## src/rtl/core/spc_pkg.sv

```systemverilog
`default_nettype none
package spc_pkg;

    localparam int TimerBits = 16;

    typedef logic [TimerBits-1:0] t_timer;

    typedef enum logic [3:0] {
        OP_TICK = 4'd0, OP_PING = 4'd1, OP_CENTER = 4'd2, OP_STOP = 4'd3,
        OP_ANGLE = 4'd4, OP_LED = 4'd5, OP_MODE = 4'd6, OP_BUZZ_ON = 4'd7,
        OP_BUZZ_OFF = 4'd8, OP_BEEP = 4'd9, OP_STATUS = 4'd10, OP_INVALID = 4'd11
    } t_op;

    typedef enum logic [3:0] {
        CL_TICK, CL_PING, CL_CENTER, CL_STOP, CL_ANGLE_OK, CL_ANGLE_BAD, CL_LED,
        CL_MODE, CL_BUZZ_ON, CL_BUZZ_OFF, CL_BEEP, CL_STATUS, CL_INVALID
    } t_class;

    localparam logic [2:0] RC_TICK = 3'd0, RC_PONG = 3'd1, RC_OK = 3'd2, RC_OK_DEPR = 3'd3,
                           RC_BAD_ANGLE = 3'd4, RC_BAD_CMD = 3'd5, RC_STATUS = 3'd6;

    localparam logic [3:0] LC_PING = 4'd1, LC_CENTER = 4'd2, LC_STOP = 4'd3,
                           LC_ANGLE = 4'd4, LC_LED = 4'd5, LC_STATE = 4'd6,
                           LC_BUZZER = 4'd7, LC_INVALID = 4'd8;

    localparam logic [3:0] LR_PONG = 4'd1, LR_CENTER = 4'd2, LR_STOP = 4'd3,
                           LR_ANGLE = 4'd4, LR_BAD_ANGLE = 4'd5, LR_LED = 4'd6,
                           LR_STATE = 4'd7, LR_BUZZ_ON = 4'd8, LR_BUZZ_OFF = 4'd9,
                           LR_BEEP = 4'd10, LR_BAD_CMD = 4'd11;

    localparam logic [1:0] MODE_IDLE = 2'd0, MODE_SEARCH = 2'd1, MODE_LOCK = 2'd2,
                           MODE_LOST = 2'd3;

    localparam logic [2:0] REG_MIN = 3'd0, REG_MAX = 3'd1, REG_CENTER = 3'd2,
                           REG_STEP = 3'd3, REG_STEP_INT = 3'd4, REG_BLINK = 3'd5,
                           REG_BEEP = 3'd6, REG_GAP = 3'd7;

    // Classified command as it travels through the queue.
    typedef struct packed {
        t_class     cls;
        logic [7:0] angle;
        logic [1:0] mode;
    } t_cmd;

    typedef struct packed {
        logic [7:0]  min_angle;
        logic [7:0]  max_angle;
        logic [7:0]  center_angle;
        logic [7:0]  step_degrees;
        logic [15:0] step_interval_ms;
        logic [15:0] blink_interval_ms;
        logic [15:0] beep_ms;
        logic [15:0] gap_ms;
    } t_cfg;

    typedef struct packed {
        logic [2:0] result_code;
        logic [7:0] current_angle_out;
        logic [7:0] target_angle_out;
        logic       servo_enabled;
        logic       green_led;
        logic       red_led;
        logic       buzzer_active;
        logic [1:0] mode_out;
        logic [3:0] last_command_code;
        logic [3:0] last_result_code;
    } t_res;

    // Saturating timer increment.
    function automatic t_timer tmr_inc(input t_timer t);
        t_timer r;
        r = (t == '1) ? t : t + 1'b1;
        return r;
    endfunction

    // Timer value compared with a 16-bit interval register.
    function automatic logic tmr_reached(input t_timer t, input logic [15:0] lim);
        logic [TimerBits+15:0] a;
        logic [TimerBits+15:0] b;
        a = (TimerBits+16)'(t);
        b = (TimerBits+16)'(lim);
        return a >= b;
    endfunction

endpackage
`default_nettype wire

```

## src/rtl/core/spc_front.sv

```systemverilog
`default_nettype none
module spc_front
    import spc_pkg::*;
(
    input  wire logic               i_clk,
    input  wire logic               i_rst_n,
    input  wire t_cfg               i_cfg,
    input  wire logic               i_valid,
    output logic                    o_ready,
    input  wire logic [3:0]         i_op,
    input  wire logic signed [15:0] i_angle_request,
    input  wire logic [1:0]         i_mode_request,
    output logic                    o_valid,
    input  wire logic               i_ready,
    output t_cmd                    o_cmd
);
    logic r_valid;
    t_cmd r_cmd;
    t_cmd n_cmd;
    logic signed [16:0] req;
    logic signed [16:0] lo;
    logic signed [16:0] hi;

    assign o_ready = !r_valid || i_ready;

    // Classify the op and range-check an angle request.
    always_comb begin
        req = 17'(i_angle_request);
        lo  = $signed({9'd0, i_cfg.min_angle});
        hi  = $signed({9'd0, i_cfg.max_angle});
        n_cmd.angle = i_angle_request[7:0];
        n_cmd.mode  = i_mode_request;
        unique case (i_op)
            OP_TICK:     n_cmd.cls = CL_TICK;
            OP_PING:     n_cmd.cls = CL_PING;
            OP_CENTER:   n_cmd.cls = CL_CENTER;
            OP_STOP:     n_cmd.cls = CL_STOP;
            OP_ANGLE:    n_cmd.cls = (req < lo || req > hi) ? CL_ANGLE_BAD : CL_ANGLE_OK;
            OP_LED:      n_cmd.cls = CL_LED;
            OP_MODE:     n_cmd.cls = CL_MODE;
            OP_BUZZ_ON:  n_cmd.cls = CL_BUZZ_ON;
            OP_BUZZ_OFF: n_cmd.cls = CL_BUZZ_OFF;
            OP_BEEP:     n_cmd.cls = CL_BEEP;
            OP_STATUS:   n_cmd.cls = CL_STATUS;
            default:     n_cmd.cls = CL_INVALID;
        endcase
    end

    // Single queue slot between the front and the back.
    always_ff @(posedge i_clk) begin
        if (!i_rst_n) begin
            r_valid <= 1'b0;
        end else if (o_ready) begin
            r_valid <= i_valid;
        end
        if (o_ready && i_valid) begin
            r_cmd <= n_cmd;
        end
    end

    assign o_valid = r_valid;
    assign o_cmd   = r_cmd;
endmodule
`default_nettype wire

```

## config.mk

```make
export PLATFORM = sky130hd
export DESIGN_NAME = spc_front
export DESIGN_NICKNAME = d
export VERILOG_FILES = /design/src/rtl/core/spc_pkg.sv /design/src/rtl/core/spc_front.sv
export SDC_FILE = /design/constraint.sdc
export NUM_CORES = 1
export LEC_CHECK = 0
export ABC_AREA = 1
export BUFFER_PORTS_ARGS = -buffer_cell sky130_fd_sc_hd__buf_2
export CELL_PAD_IN_SITES_DETAIL_PLACEMENT = 0
export CELL_PAD_IN_SITES_GLOBAL_PLACEMENT = 2
export CORE_AREA = 2 2 76 106
export DETAILED_ROUTE_END_ITERATION = 6
export DIE_AREA = 0 0 78 108
export PLACE_DENSITY = 0.77
export SYNTH_ARGS = -nofsm -noshare
export SYNTH_HDL_FRONTEND = slang
export SYNTH_SLANG_ARGS = --single-unit
```

## constraint.sdc

```tcl
create_clock -name i_clk -period 5 [get_ports i_clk]
set_clock_uncertainty 0.15 [all_clocks]
set_input_delay 1 -clock i_clk [delete_from_list [all_inputs] [get_ports i_clk]]
set_output_delay 1 -clock i_clk [all_outputs]
set_load 0.01 [all_outputs]
```

==> flow_summary.ini <==
[min_path]
worstHoldPathType = flop to flop

[synth]
synth_top_area_share_pct = 41.3
synth.area.top_cells = edfxtp_1, ha_1, nand2_1
synthesis.nets = 259
synth_area_per_cell_um2 = 8.34
synthArstFlopShare_pct = 0
ys_seq_elements = 15
syn_inst = 122
seq_area_frac_synth_pct = 43.3
yosysMostFrequentCell = nand2_1
synth_area_leader_cell = edfxtp_1
ys.flop_type = edfxtp_1
synth_warnings = 0
synth-edff-count = 14
yosysUniqueCellTypes = 18
ys_top_cells_by_count = nand2_1, inv_1, ha_1
syn_area_um2 = 1020

[power_and_ir_drop]
p_comb_share_pct = 22.3
leakagePower_nw = 0.796
p_seq_share_pct = 47.0
clockPowerShare_pct = 30.8
p_sw_w = 0.0000819
p_int_w = 0.000234
ir_worst_vdd_v = 0.0000632
swShare_pct = 25.9
finalPower_w = 0.000316
power.density_nw_per_um2 = 214

[setup_path]
crit_top_cell = buf_2
startpoint_type = input pin
worstSetupPathType = input pin to primary output
crit_family = buffers and inverters
slowest_stage = buf_2
max_stage_delay_ns = 0.14
worst-path-buf-inv = 3
path_max_fanout = 2
cp.arrival_ns = 1.36
required_ns = 3.85
crit_chain = buf_2, inv_1, nand2_1, buf_2
cp-end-kind = primary output

[floorplan]
die_h_um = 108
io_pins = 138
initial_core_util_pct = 13.7
die_area_um2 = 8420
rows = 37
die_x_um = 78
core_area_um2 = 7410

[timing]
setup_viol = 0
rsz0062_at_grt = false
slew_violations = 0
fmax_ghz = 0.399
tightestPinTransition_ns = 0.217
relSlewSlack_pct = 85.4
period_minus_slack_ns = 2.51
tns_ns = 0
hold_viol = 0
fin_crit_sh_pct = 50.1

[grt]
grt_usage_pct = 6.35
antenna_found_initial = 0
gr-total-overflow = 0
grt_pass1_vias = 939
grt_first_pass_wirelength_um = 4210
grt_max_degree = 15

[drt]
drc = 0
via_count = 941
vias_per_cell = 3.35
avgRoutedWirePerCell_um = 8.92
drtAntennaViolNets = 0
routed_wl_um = 2510
first_pass_iters = 4
drtIter0Drc = 8

[clock_tree]
cts.repair.resized = 0
cts_sinks = 15
cts_tree = built
cts_buffers = 3
clk_latency_ns = 0.24
cts_max_path_buffers = 2
clock-root-buffer = clkbuf_8
clk_pin_slew_ns = 0.06
cts_setup_buffers = 0
cts_hold_buffers = 0
htreeDepth = 1

[layout]
layout-drive-gt1-share_pct = 35.3
synthToLayoutAreaGrowth_pct = 45.3
insertedDiodeCount = 0
nets = 322

[status]
status = finished, final reports clean

[placement]
io_buffers = 57
routabilityCongestion = 0.645
dpl.hpwl_um = 2200

[job]
max_cap_violations = 0
[registers in the layout, summed over array words and instances, names as in the netlist]
signal	count
o_cmd	14
o_valid	1
[final timing paths]
kind              slack [ns]    start  cells past startpoint  endpoint
hold / removal          0.37  o_valid                      2   o_valid
hold reg to reg         0.37  o_valid                      2   o_valid
setup / recovery        2.49  i_ready                      4   o_ready
setup reg to reg        3.83  o_valid                      2  o_cmd[3]
[kinds of logic after synthesis]
kind of cell             Yosys count  synth area share (%)
adder cells (fa/ha/maj)           15                  18.5
AO/OA/AOI/OAI                     10                  5.91
AND/OR/NAND/NOR                   53                  21.6
flip-flops                        15                  43.3
buffers and inverters             29                  10.7
[cells in the final DEF (no fill, tap or decap)]
cell type,instances
clkinv_2,1
nor2_2,1
dfxtp_1,1
inv_1,29
clkbuf_8,3
nand2_1,31
or2_1,1
nand2_2,2
a22oi_1,1
buf_4,1
o21ai_0,2
nand3_1,4
a21o_1,1
a21oi_1,4
o211ai_1,1
nor4_1,1
nand3b_1,1
ha_1,15
nor2_1,12
a21boi_0,1
buf_2,57
edfxtp_1,14
[tightest hold or removal path, stage by stage (launching register included)]
cell and delay [ns]:
dfxtp_1 0.32, nand2_1 0.08, a21boi_0 0.07
[final cells by class]
type / count / area, um^2
inverters: 29 / 109
clock inverters: 1 / 5.00
clock buffers: 3 / 41.3
fillers: 862 / 5930
repair buffers: 58 / 293
flip-flops and latches: 15 / 440
well taps: 97 / 121
multi-input cells: 78 / 468
[per-layer routing]
layer  vias up  track usage [%]  part of all wire (%)
met2        48             10.5                    44
met4         0             2.63                   1.2
met1       378             7.95                    45
li1        511                -                     -
met5         -                0                     0
met3         4             1.42                   9.0
[power by group through the flow]
stage | clock network, W | registers, W | logic, W
floorplan | 0 | 0.000156 | 0.0000323
global placement | 0 | 0.000151 | 0.0000712
detailed placement | 0 | 0.000151 | 0.0000717
CTS | 0.000102 | 0.000149 | 0.0000723
global route | 0.000109 | 0.000149 | 0.0000834
finish | 0.0000972 | 0.000149 | 0.0000705
[stage by stage]
step | hold slack [ns] | cells | setup slack (ns) | instance area, um^2 | util [%]
final | 0.368 | 281 | 2.49 | 1480 | 19.9
after global placement | 0.346 | 277 | 2.51 | 1430 | 19.3
after CTS | 0.369 | 281 | 2.50 | 1480 | 19.9
after floorplan | 0.445 | 122 | 2.70 | 1020 | -
after detailed placement | 0.360 | 277 | 2.50 | 1430 | 19.3
after global routing | 0.410 | 281 | 2.46 | 1480 | 19.9
(Power assumes the default switching activity.)
