<file path="config.mk">
export PLATFORM = sky130hd
export DESIGN_NAME = spc_back
export DESIGN_NICKNAME = d
export VERILOG_FILES = /design/src/rtl/core/spc_pkg.sv /design/src/rtl/core/spc_back.sv
export SDC_FILE = /design/constraint.sdc
export NUM_CORES = 1
export LEC_CHECK = 0
export BUFFER_PORTS_ARGS = -buffer_cell sky130_fd_sc_hd__buf_2
export CAP_MARGIN = 10
export CORE_MARGIN = 2
export CORE_UTILIZATION = 30
export CTS_BUF_LIST = sky130_fd_sc_hd__clkbuf_16
export DETAILED_ROUTE_END_ITERATION = 8
export PLACE_DENSITY = 0.55
export SYNTH_ARGS = -nofsm -noshare
export SYNTH_HDL_FRONTEND = slang
export SYNTH_SLANG_ARGS = --single-unit
export TNS_END_PERCENT = 50
</file>
<file path="constraint.sdc">
create_clock -name i_clk -period 5.96 [get_ports i_clk]
set_input_delay 1.192 -clock i_clk [delete_from_list [all_inputs] [get_ports i_clk]]
set_output_delay 1.192 -clock i_clk [all_outputs]
set_load 0.01 [all_outputs]
</file>
<file path="src/rtl/core/spc_pkg.sv">
`default_nettype none
package spc_pkg;

    localparam int TimerBits = 16;

    typedef logic [TimerBits-1:0] t_timer;

    typedef enum logic [3:0] {
        OP_TICK = 4'd0, OP_PING = 4'd1, OP_CENTER = 4'd2, OP_STOP = 4'd3,
        OP_ANGLE = 4'd4, OP_LED = 4'd5, OP_MODE = 4'd6, OP_BUZZ_ON = 4'd7,
        OP_BUZZ_OFF = 4'd8, OP_BEEP = 4'd9, OP_STATUS = 4'd10, OP_INVALID = 4'd11
    } t_op;

    typedef enum logic [3:0] {
        CL_TICK, CL_PING, CL_CENTER, CL_STOP, CL_ANGLE_OK, CL_ANGLE_BAD, CL_LED,
        CL_MODE, CL_BUZZ_ON, CL_BUZZ_OFF, CL_BEEP, CL_STATUS, CL_INVALID
    } t_class;

    localparam logic [2:0] RC_TICK = 3'd0, RC_PONG = 3'd1, RC_OK = 3'd2, RC_OK_DEPR = 3'd3,
                           RC_BAD_ANGLE = 3'd4, RC_BAD_CMD = 3'd5, RC_STATUS = 3'd6;

    localparam logic [3:0] LC_PING = 4'd1, LC_CENTER = 4'd2, LC_STOP = 4'd3,
                           LC_ANGLE = 4'd4, LC_LED = 4'd5, LC_STATE = 4'd6,
                           LC_BUZZER = 4'd7, LC_INVALID = 4'd8;

    localparam logic [3:0] LR_PONG = 4'd1, LR_CENTER = 4'd2, LR_STOP = 4'd3,
                           LR_ANGLE = 4'd4, LR_BAD_ANGLE = 4'd5, LR_LED = 4'd6,
                           LR_STATE = 4'd7, LR_BUZZ_ON = 4'd8, LR_BUZZ_OFF = 4'd9,
                           LR_BEEP = 4'd10, LR_BAD_CMD = 4'd11;

    localparam logic [1:0] MODE_IDLE = 2'd0, MODE_SEARCH = 2'd1, MODE_LOCK = 2'd2,
                           MODE_LOST = 2'd3;

    localparam logic [2:0] REG_MIN = 3'd0, REG_MAX = 3'd1, REG_CENTER = 3'd2,
                           REG_STEP = 3'd3, REG_STEP_INT = 3'd4, REG_BLINK = 3'd5,
                           REG_BEEP = 3'd6, REG_GAP = 3'd7;

    // Classified command as it travels through the queue.
    typedef struct packed {
        t_class     cls;
        logic [7:0] angle;
        logic [1:0] mode;
    } t_cmd;

    typedef struct packed {
        logic [7:0]  min_angle;
        logic [7:0]  max_angle;
        logic [7:0]  center_angle;
        logic [7:0]  step_degrees;
        logic [15:0] step_interval_ms;
        logic [15:0] blink_interval_ms;
        logic [15:0] beep_ms;
        logic [15:0] gap_ms;
    } t_cfg;

    typedef struct packed {
        logic [2:0] result_code;
        logic [7:0] current_angle_out;
        logic [7:0] target_angle_out;
        logic       servo_enabled;
        logic       green_led;
        logic       red_led;
        logic       buzzer_active;
        logic [1:0] mode_out;
        logic [3:0] last_command_code;
        logic [3:0] last_result_code;
    } t_res;

    // Saturating timer increment.
    function automatic t_timer tmr_inc(input t_timer t);
        t_timer r;
        r = (t == '1) ? t : t + 1'b1;
        return r;
    endfunction

    // Timer value compared with a 16-bit interval register.
    function automatic logic tmr_reached(input t_timer t, input logic [15:0] lim);
        logic [TimerBits+15:0] a;
        logic [TimerBits+15:0] b;
        a = (TimerBits+16)'(t);
        b = (TimerBits+16)'(lim);
        return a >= b;
    endfunction

endpackage
`default_nettype wire

</file>
<file path="src/rtl/core/spc_back.sv">
`default_nettype none
module spc_back
    import spc_pkg::*;
(
    input  wire logic i_clk,
    input  wire logic i_rst_n,
    input  wire t_cfg i_cfg,
    input  wire logic i_valid,
    output logic      o_ready,
    input  wire t_cmd i_cmd,
    output logic      o_valid,
    input  wire logic i_ready,
    output t_res      o_res
);
    logic [7:0] r_cur, n_cur, r_tgt, n_tgt;
    logic       r_att, n_att;
    t_timer     r_stmr, n_stmr, r_btmr, n_btmr, r_ztmr, n_ztmr;
    logic [1:0] r_mode, n_mode, r_beeps, n_beeps;
    logic       r_phase, n_phase, r_on, n_on, r_hold, n_hold, r_started, n_started;
    logic [3:0] r_lcmd, n_lcmd, r_lres, n_lres;
    logic [2:0] rc;
    logic       r_valid;
    t_res       r_res;
    logic       go;
    t_timer     e;
    logic [8:0] nxt;
    logic [7:0] cl;

    assign o_ready = !r_valid || i_ready;
    assign go = i_valid && o_ready;

    // Carry out one item on the state registers.
    always_comb begin
        n_cur = r_cur; n_tgt = r_tgt; n_att = r_att; n_stmr = r_stmr;
        n_btmr = r_btmr; n_ztmr = r_ztmr; n_mode = r_mode; n_beeps = r_beeps;
        n_phase = r_phase; n_on = r_on; n_hold = r_hold; n_started = r_started;
        n_lcmd = r_lcmd; n_lres = r_lres; rc = RC_TICK;
        e = '0; nxt = '0; cl = '0;
        unique case (i_cmd.cls)
            CL_TICK: begin
                // Servo slew.
                e = tmr_inc(r_stmr);
                if (!tmr_reached(e, i_cfg.step_interval_ms)) begin
                    n_stmr = e;
                end else begin
                    n_stmr = '0;
                    if (r_cur != r_tgt) begin
                        if (r_tgt > r_cur) begin
                            nxt = {1'b0, r_cur} + {1'b0, i_cfg.step_degrees};
                            if (nxt > {1'b0, r_tgt}) nxt = {1'b0, r_tgt};
                        end else begin
                            nxt = {1'b0, r_cur} - {1'b0, i_cfg.step_degrees};
                            if (i_cfg.step_degrees > r_cur - r_tgt) nxt = {1'b0, r_tgt};
                        end
                        if (nxt < {1'b0, i_cfg.min_angle}) cl = i_cfg.min_angle;
                        else if (nxt > {1'b0, i_cfg.max_angle}) cl = i_cfg.max_angle;
                        else cl = nxt[7:0];
                        n_att = 1'b1;
                        n_cur = cl;
                    end
                end
                // Search blink.
                e = tmr_inc(r_btmr);
                if (r_mode == MODE_SEARCH && tmr_reached(e, i_cfg.blink_interval_ms)) begin
                    n_btmr = '0;
                    n_phase = !r_phase;
                end else begin
                    n_btmr = e;
                end
                // Buzzer pattern.
                e = tmr_inc(r_ztmr);
                n_ztmr = e;
                if (!r_hold && (r_beeps != 2'd0 || r_on)) begin
                    if (r_on) begin
                        if (tmr_reached(e, i_cfg.beep_ms)) begin
                            n_on = 1'b0;
                            if (r_beeps != 2'd0) n_beeps = r_beeps - 2'd1;
                            n_started = 1'b1;
                            n_ztmr = '0;
                        end
                    end else if (!(r_started && !tmr_reached(e, i_cfg.gap_ms))) begin
                        n_on = 1'b1;
                        n_started = 1'b1;
                        n_ztmr = '0;
                    end
                end
                rc = RC_TICK;
            end
            CL_PING: begin
                n_lcmd = LC_PING; n_lres = LR_PONG; rc = RC_PONG;
            end
            CL_CENTER: begin
                if (i_cfg.center_angle < i_cfg.min_angle) n_tgt = i_cfg.min_angle;
                else if (i_cfg.center_angle > i_cfg.max_angle) n_tgt = i_cfg.max_angle;
                else n_tgt = i_cfg.center_angle;
                n_lcmd = LC_CENTER; n_lres = LR_CENTER; rc = RC_OK;
            end
            CL_STOP: begin
                if (r_cur < i_cfg.min_angle) n_tgt = i_cfg.min_angle;
                else if (r_cur > i_cfg.max_angle) n_tgt = i_cfg.max_angle;
                else n_tgt = r_cur;
                n_lcmd = LC_STOP; n_lres = LR_STOP; rc = RC_OK;
            end
            CL_ANGLE_OK: begin
                n_tgt = i_cmd.angle;
                n_lcmd = LC_ANGLE; n_lres = LR_ANGLE; rc = RC_OK;
            end
            CL_ANGLE_BAD: begin
                n_lcmd = LC_ANGLE; n_lres = LR_BAD_ANGLE; rc = RC_BAD_ANGLE;
            end
            CL_LED: begin
                n_lcmd = LC_LED; n_lres = LR_LED; rc = RC_OK_DEPR;
            end
            CL_MODE: begin
                if (i_cmd.mode != r_mode) begin
                    n_btmr = '0;
                    n_phase = 1'b1;
                end
                n_mode = i_cmd.mode;
                n_beeps = (i_cmd.mode == MODE_LOCK) ? 2'd1 :
                          (i_cmd.mode == MODE_LOST) ? 2'd2 : 2'd0;
                n_on = 1'b0; n_hold = 1'b0; n_started = 1'b0; n_ztmr = '0;
                n_lcmd = LC_STATE; n_lres = LR_STATE; rc = RC_OK;
            end
            CL_BUZZ_ON: begin
                n_beeps = 2'd0; n_on = 1'b1; n_hold = 1'b1; n_started = 1'b1; n_ztmr = '0;
                n_lcmd = LC_BUZZER; n_lres = LR_BUZZ_ON; rc = RC_OK;
            end
            CL_BUZZ_OFF: begin
                n_beeps = 2'd0; n_on = 1'b0; n_hold = 1'b0; n_started = 1'b0; n_ztmr = '0;
                n_lcmd = LC_BUZZER; n_lres = LR_BUZZ_OFF; rc = RC_OK;
            end
            CL_BEEP: begin
                n_beeps = 2'd1; n_on = 1'b0; n_hold = 1'b0; n_started = 1'b0; n_ztmr = '0;
                n_lcmd = LC_BUZZER; n_lres = LR_BEEP; rc = RC_OK;
            end
            CL_STATUS: begin
                rc = RC_STATUS;
            end
            default: begin
                n_lcmd = LC_INVALID; n_lres = LR_BAD_CMD; rc = RC_BAD_CMD;
            end
        endcase
    end

    // State and output registers.
    always_ff @(posedge i_clk) begin
        if (!i_rst_n) begin
            r_cur <= 8'd90; r_tgt <= 8'd90; r_att <= 1'b0;
            r_stmr <= '0; r_btmr <= '0; r_ztmr <= '0;
            r_mode <= MODE_IDLE; r_beeps <= 2'd0; r_phase <= 1'b1;
            r_on <= 1'b0; r_hold <= 1'b0; r_started <= 1'b0;
            r_lcmd <= '0; r_lres <= '0; r_valid <= 1'b0;
        end else begin
            if (o_ready) r_valid <= i_valid;
            if (go) begin
                r_cur <= n_cur; r_tgt <= n_tgt; r_att <= n_att;
                r_stmr <= n_stmr; r_btmr <= n_btmr; r_ztmr <= n_ztmr;
                r_mode <= n_mode; r_beeps <= n_beeps; r_phase <= n_phase;
                r_on <= n_on; r_hold <= n_hold; r_started <= n_started;
                r_lcmd <= n_lcmd; r_lres <= n_lres;
            end
        end
        if (go) begin
            r_res.result_code       <= rc;
            r_res.current_angle_out <= n_cur;
            r_res.target_angle_out  <= n_tgt;
            r_res.servo_enabled     <= n_att;
            r_res.green_led         <= (n_mode == MODE_SEARCH) ? n_phase :
                                       (n_mode == MODE_LOCK);
            r_res.red_led           <= (n_mode == MODE_LOST);
            r_res.buzzer_active     <= n_on;
            r_res.mode_out          <= n_mode;
            r_res.last_command_code <= n_lcmd;
            r_res.last_result_code  <= n_lres;
        end
    end

    assign o_valid = r_valid;
    assign o_res   = r_res;
endmodule
`default_nettype wire

</file>
==> impl_metrics.env <==
export IMPL_status="finished, final reports clean"
export IMPL_period_needed_ns=5.69
export IMPL_max_freq_ghz=0.176
export IMPL_syn2layout_area_growth_pct=22.5
export IMPL_synthArstFlopShare_pct=0
export IMPL_synth_edff_count=33
export IMPL_h_tree_depth=4
export IMPL_grt_pass1_wl_um=51000
export IMPL_diodes=0
export IMPL_synth_simple_gate_area_share_pct=19.8
export IMPL_max_slew_margin_rel_pct=17.4
export IMPL_critPathKind="in -> reg"
export IMPL_cts_made_buffers=17
export IMPL_fp_coreArea_mm2=0.0344
export IMPL_cts_tree="yes"
export IMPL_rows=68
export IMPL_powerDensity_mw_per_mm2=203
export IMPL_layout_common_cells="151 x ha_1, 148 x buf_2, 134 x inv_1, 126 x nand2_1, 115 x nor2_1"
export IMPL_dr_total_vias=10200
export IMPL_min_path_type="reg -> reg"
export IMPL_cts_root_buf="clkbuf_16"
export IMPL_die_area_mm2=0.0363
export IMPL_netlist_area_mm2=0.0104
export IMPL_synth_mux_area_share_pct=2.56
export IMPL_grt_max_degree=39
export IMPL_drt_total_wl_um=32600
export IMPL_clk_pin_slew_ns=0.06
export IMPL_vias_per_cell=5.13
export IMPL_tightestPinTransition_ns=1.23
export IMPL_place_hpwl_um=26000
export IMPL_synth_seq_cells=115
export IMPL_clk_latency_ns=0.42
export IMPL_track_usage_pct=17.9
export IMPL_clock_skew_ns=0.0118
export IMPL_grt_pass1_vias=9658
export IMPL_io_buffer_count=148
export IMPL_startpoint_type="input pin"
export IMPL_clock_sinks=115
export IMPL_instances_no_fill=1985
export IMPL_hold_violations=0
export IMPL_fin_crit_sh_pct=95.4
export IMPL_cts_hold_buf=0
export IMPL_grt_ovfl_total=0
export IMPL_synthAdderAreaFrac_pct=18.9
export IMPL_holdWs_ns=0.459
export IMPL_synth_xor_area_share_pct=2.94
export IMPL_cap_violations=0
export IMPL_firstDrtPassIters=5
export IMPL_postSynthAreaPerCell_um2=7.81
export IMPL_synth_net_count=1604
export IMPL_die_w_um=190
export IMPL_drt_iter0_drc=612
export IMPL_synthCells=1334
export IMPL_gp_congestion=0.871
export IMPL_nNetsFinal=1787
export IMPL_layout_commonest_cell="ha_1"
export IMPL_critPathRequiredTime_ns=6.09
export IMPL_n_fill_cell=3634
export IMPL_ys_warn_count=0
export IMPL_drtAntennaViolNets=0
export IMPL_min_delay_path_depth=2
export IMPL_wire_per_inst_um=16.4
export IMPL_start_util_pct=30.3
export IMPL_cp_end_kind="flip-flop"
export IMPL_final_layout_size_suffix_gt1_share_pct=19.7
export IMPL_finalSetupViolCount=0
export IMPL_pin_count=149
export IMPL_cts_buffer_depth=2
export IMPL_dp_cells=1951
export IMPL_critPathMaxFanout=5
export IMPL_drc=0
export IMPL_synth_cell_types=72
export IMPL_power_leakage_nw=6.00
export IMPL_maxSlewViolCount=0
export IMPL_dieHeight_um=190
export IMPL_r2r_slack_ns=0.39
export IMPL_synth_compound_area_share_pct=23.6
export IMPL_synth_top_family_by_area="compound AO/OA/AOI/OAI gates"
export IMPL_yosysSeqAreaShare_pct=25.3
export IMPL_peakVddDrop_v=0.000128
export IMPL_ys_flop_type="dfxtp_1"
export IMPL_arrival_ns=5.82
export IMPL_rr_worst_depth=27
export IMPL_antenna_found_initial=0
cell families (layout without fill, tap and decap cells):
family | Yosys count | count (layout)
buffers and inverters | 184 | 379
AO/OA/AOI/OAI | 379 | 379
XOR/XNOR | 35 | 35
adder cells (fa/ha/maj) | 156 | 156
AND/OR/NAND/NOR | 439 | 440
flip-flops | 115 | 115
multiplexers | 26 | 26
final timing paths:
path | endpoint | from
hold / removal | r_lcmd[1] | r_lcmd[1]
hold reg to reg | r_lcmd[1] | r_lcmd[1]
setup reg to reg | o_res[26] | r_cur[0]
setup / recovery | o_res[26] | i_cfg[64]
report_power, final:
group / switching, mW / internal, mW
sequential: 0.0146 / 0.830
clock: 0.402 / 0.617
combinational: 0.396 / 0.327
total: 0.813 / 1.77
layout make-up:
class / count / area, µm² / area share [%]
Clock buffer: 17 / 425 / 3.33
Clock inverter: 15 / 158 / 1.23
Inverter: 138 / 518 / 4.06
Multi-Input combinational cell: 1036 / 7270 / 56.9
Sequential cell: 115 / 2630 / 20.6
Tap cell: 455 / 569 / 4.46
Timing Repair Buffer: 209 / 1200 / 9.39
cell usage after synthesis, types with 27 or more instances:
cell type  instances  area (µm²)
nand2_1          127         477
dfxtp_1           82        1640
edfxtp_1          33         991
o21ai_0           71         355
clkbuf_1          36         135
nor2_1           117         439
a21o_1            41         308
inv_1            137         514
a21oi_1          102         510
a22oi_1           34         255
nand3_1           41         205
ha_1             153        1910
nor3_1            27         135
per-layer routing:
layer	global-route usage [%]	part of all wire (%)
met1	24.6	48
met2	29.0	45
met3	2.59	4.9
met4	5.19	1.7
met5	0	0
repair_timing:
action / 4_1_cts / 5_1_grt
resized for setup: 0 / 28
setup endpoints to repair: 0 / 16
setup buffers: 0 / 1
critical path: stages:
cell and delay (ns):
buf_2 0.12, ha_4 0.16, fa_2 0.37, and2b_1 0.20, o311ai_4 0.27, a21oi_2 0.09
nor2_2 0.13, xor2_2 0.22, ha_4 0.24, a22oi_2 0.14, o2111ai_1 0.11, a31oi_1 0.15
o22a_2 0.24, and2_4 0.19, a22o_1 0.15, a21oi_2 0.07, buf_4 0.14, ha_1 0.26
o21a_1 0.11, o21ai_0 0.09, nor2_1 0.12, inv_1 0.08, a311o_2 0.42, and2_4 0.20
a211oi_4 0.22, o22ai_1 0.10
state kept, by name (all words and copies together), names as in the netlist, 4 cells and up:
register / count
o_res: 33
r_btmr: 16
r_cur: 8
r_lcmd: 4
r_lres: 4
r_stmr: 16
r_tgt: 8
r_ztmr: 16
through the flow:
step | power [mW] | worst slack [ns] | setup TNS [ns] | util [%] | cell area [µm²]
detailed placement | 1.54 | -0.419 | -5.42 | 35.1 | 12100
global placement | 1.53 | -0.331 | -3.79 | 35.1 | 12100
global route | 2.73 | -0.00840 | -0.0167 | 37.2 | 12800
CTS | 2.57 | 0.0154 | 0 | 36.8 | 12700
finish | 2.59 | 0.273 | 0 | 37.2 | 12800
floorplan | 1.29 | 0.0161 | 0 | - | 10500
Power figures use the tool's default switching activity.
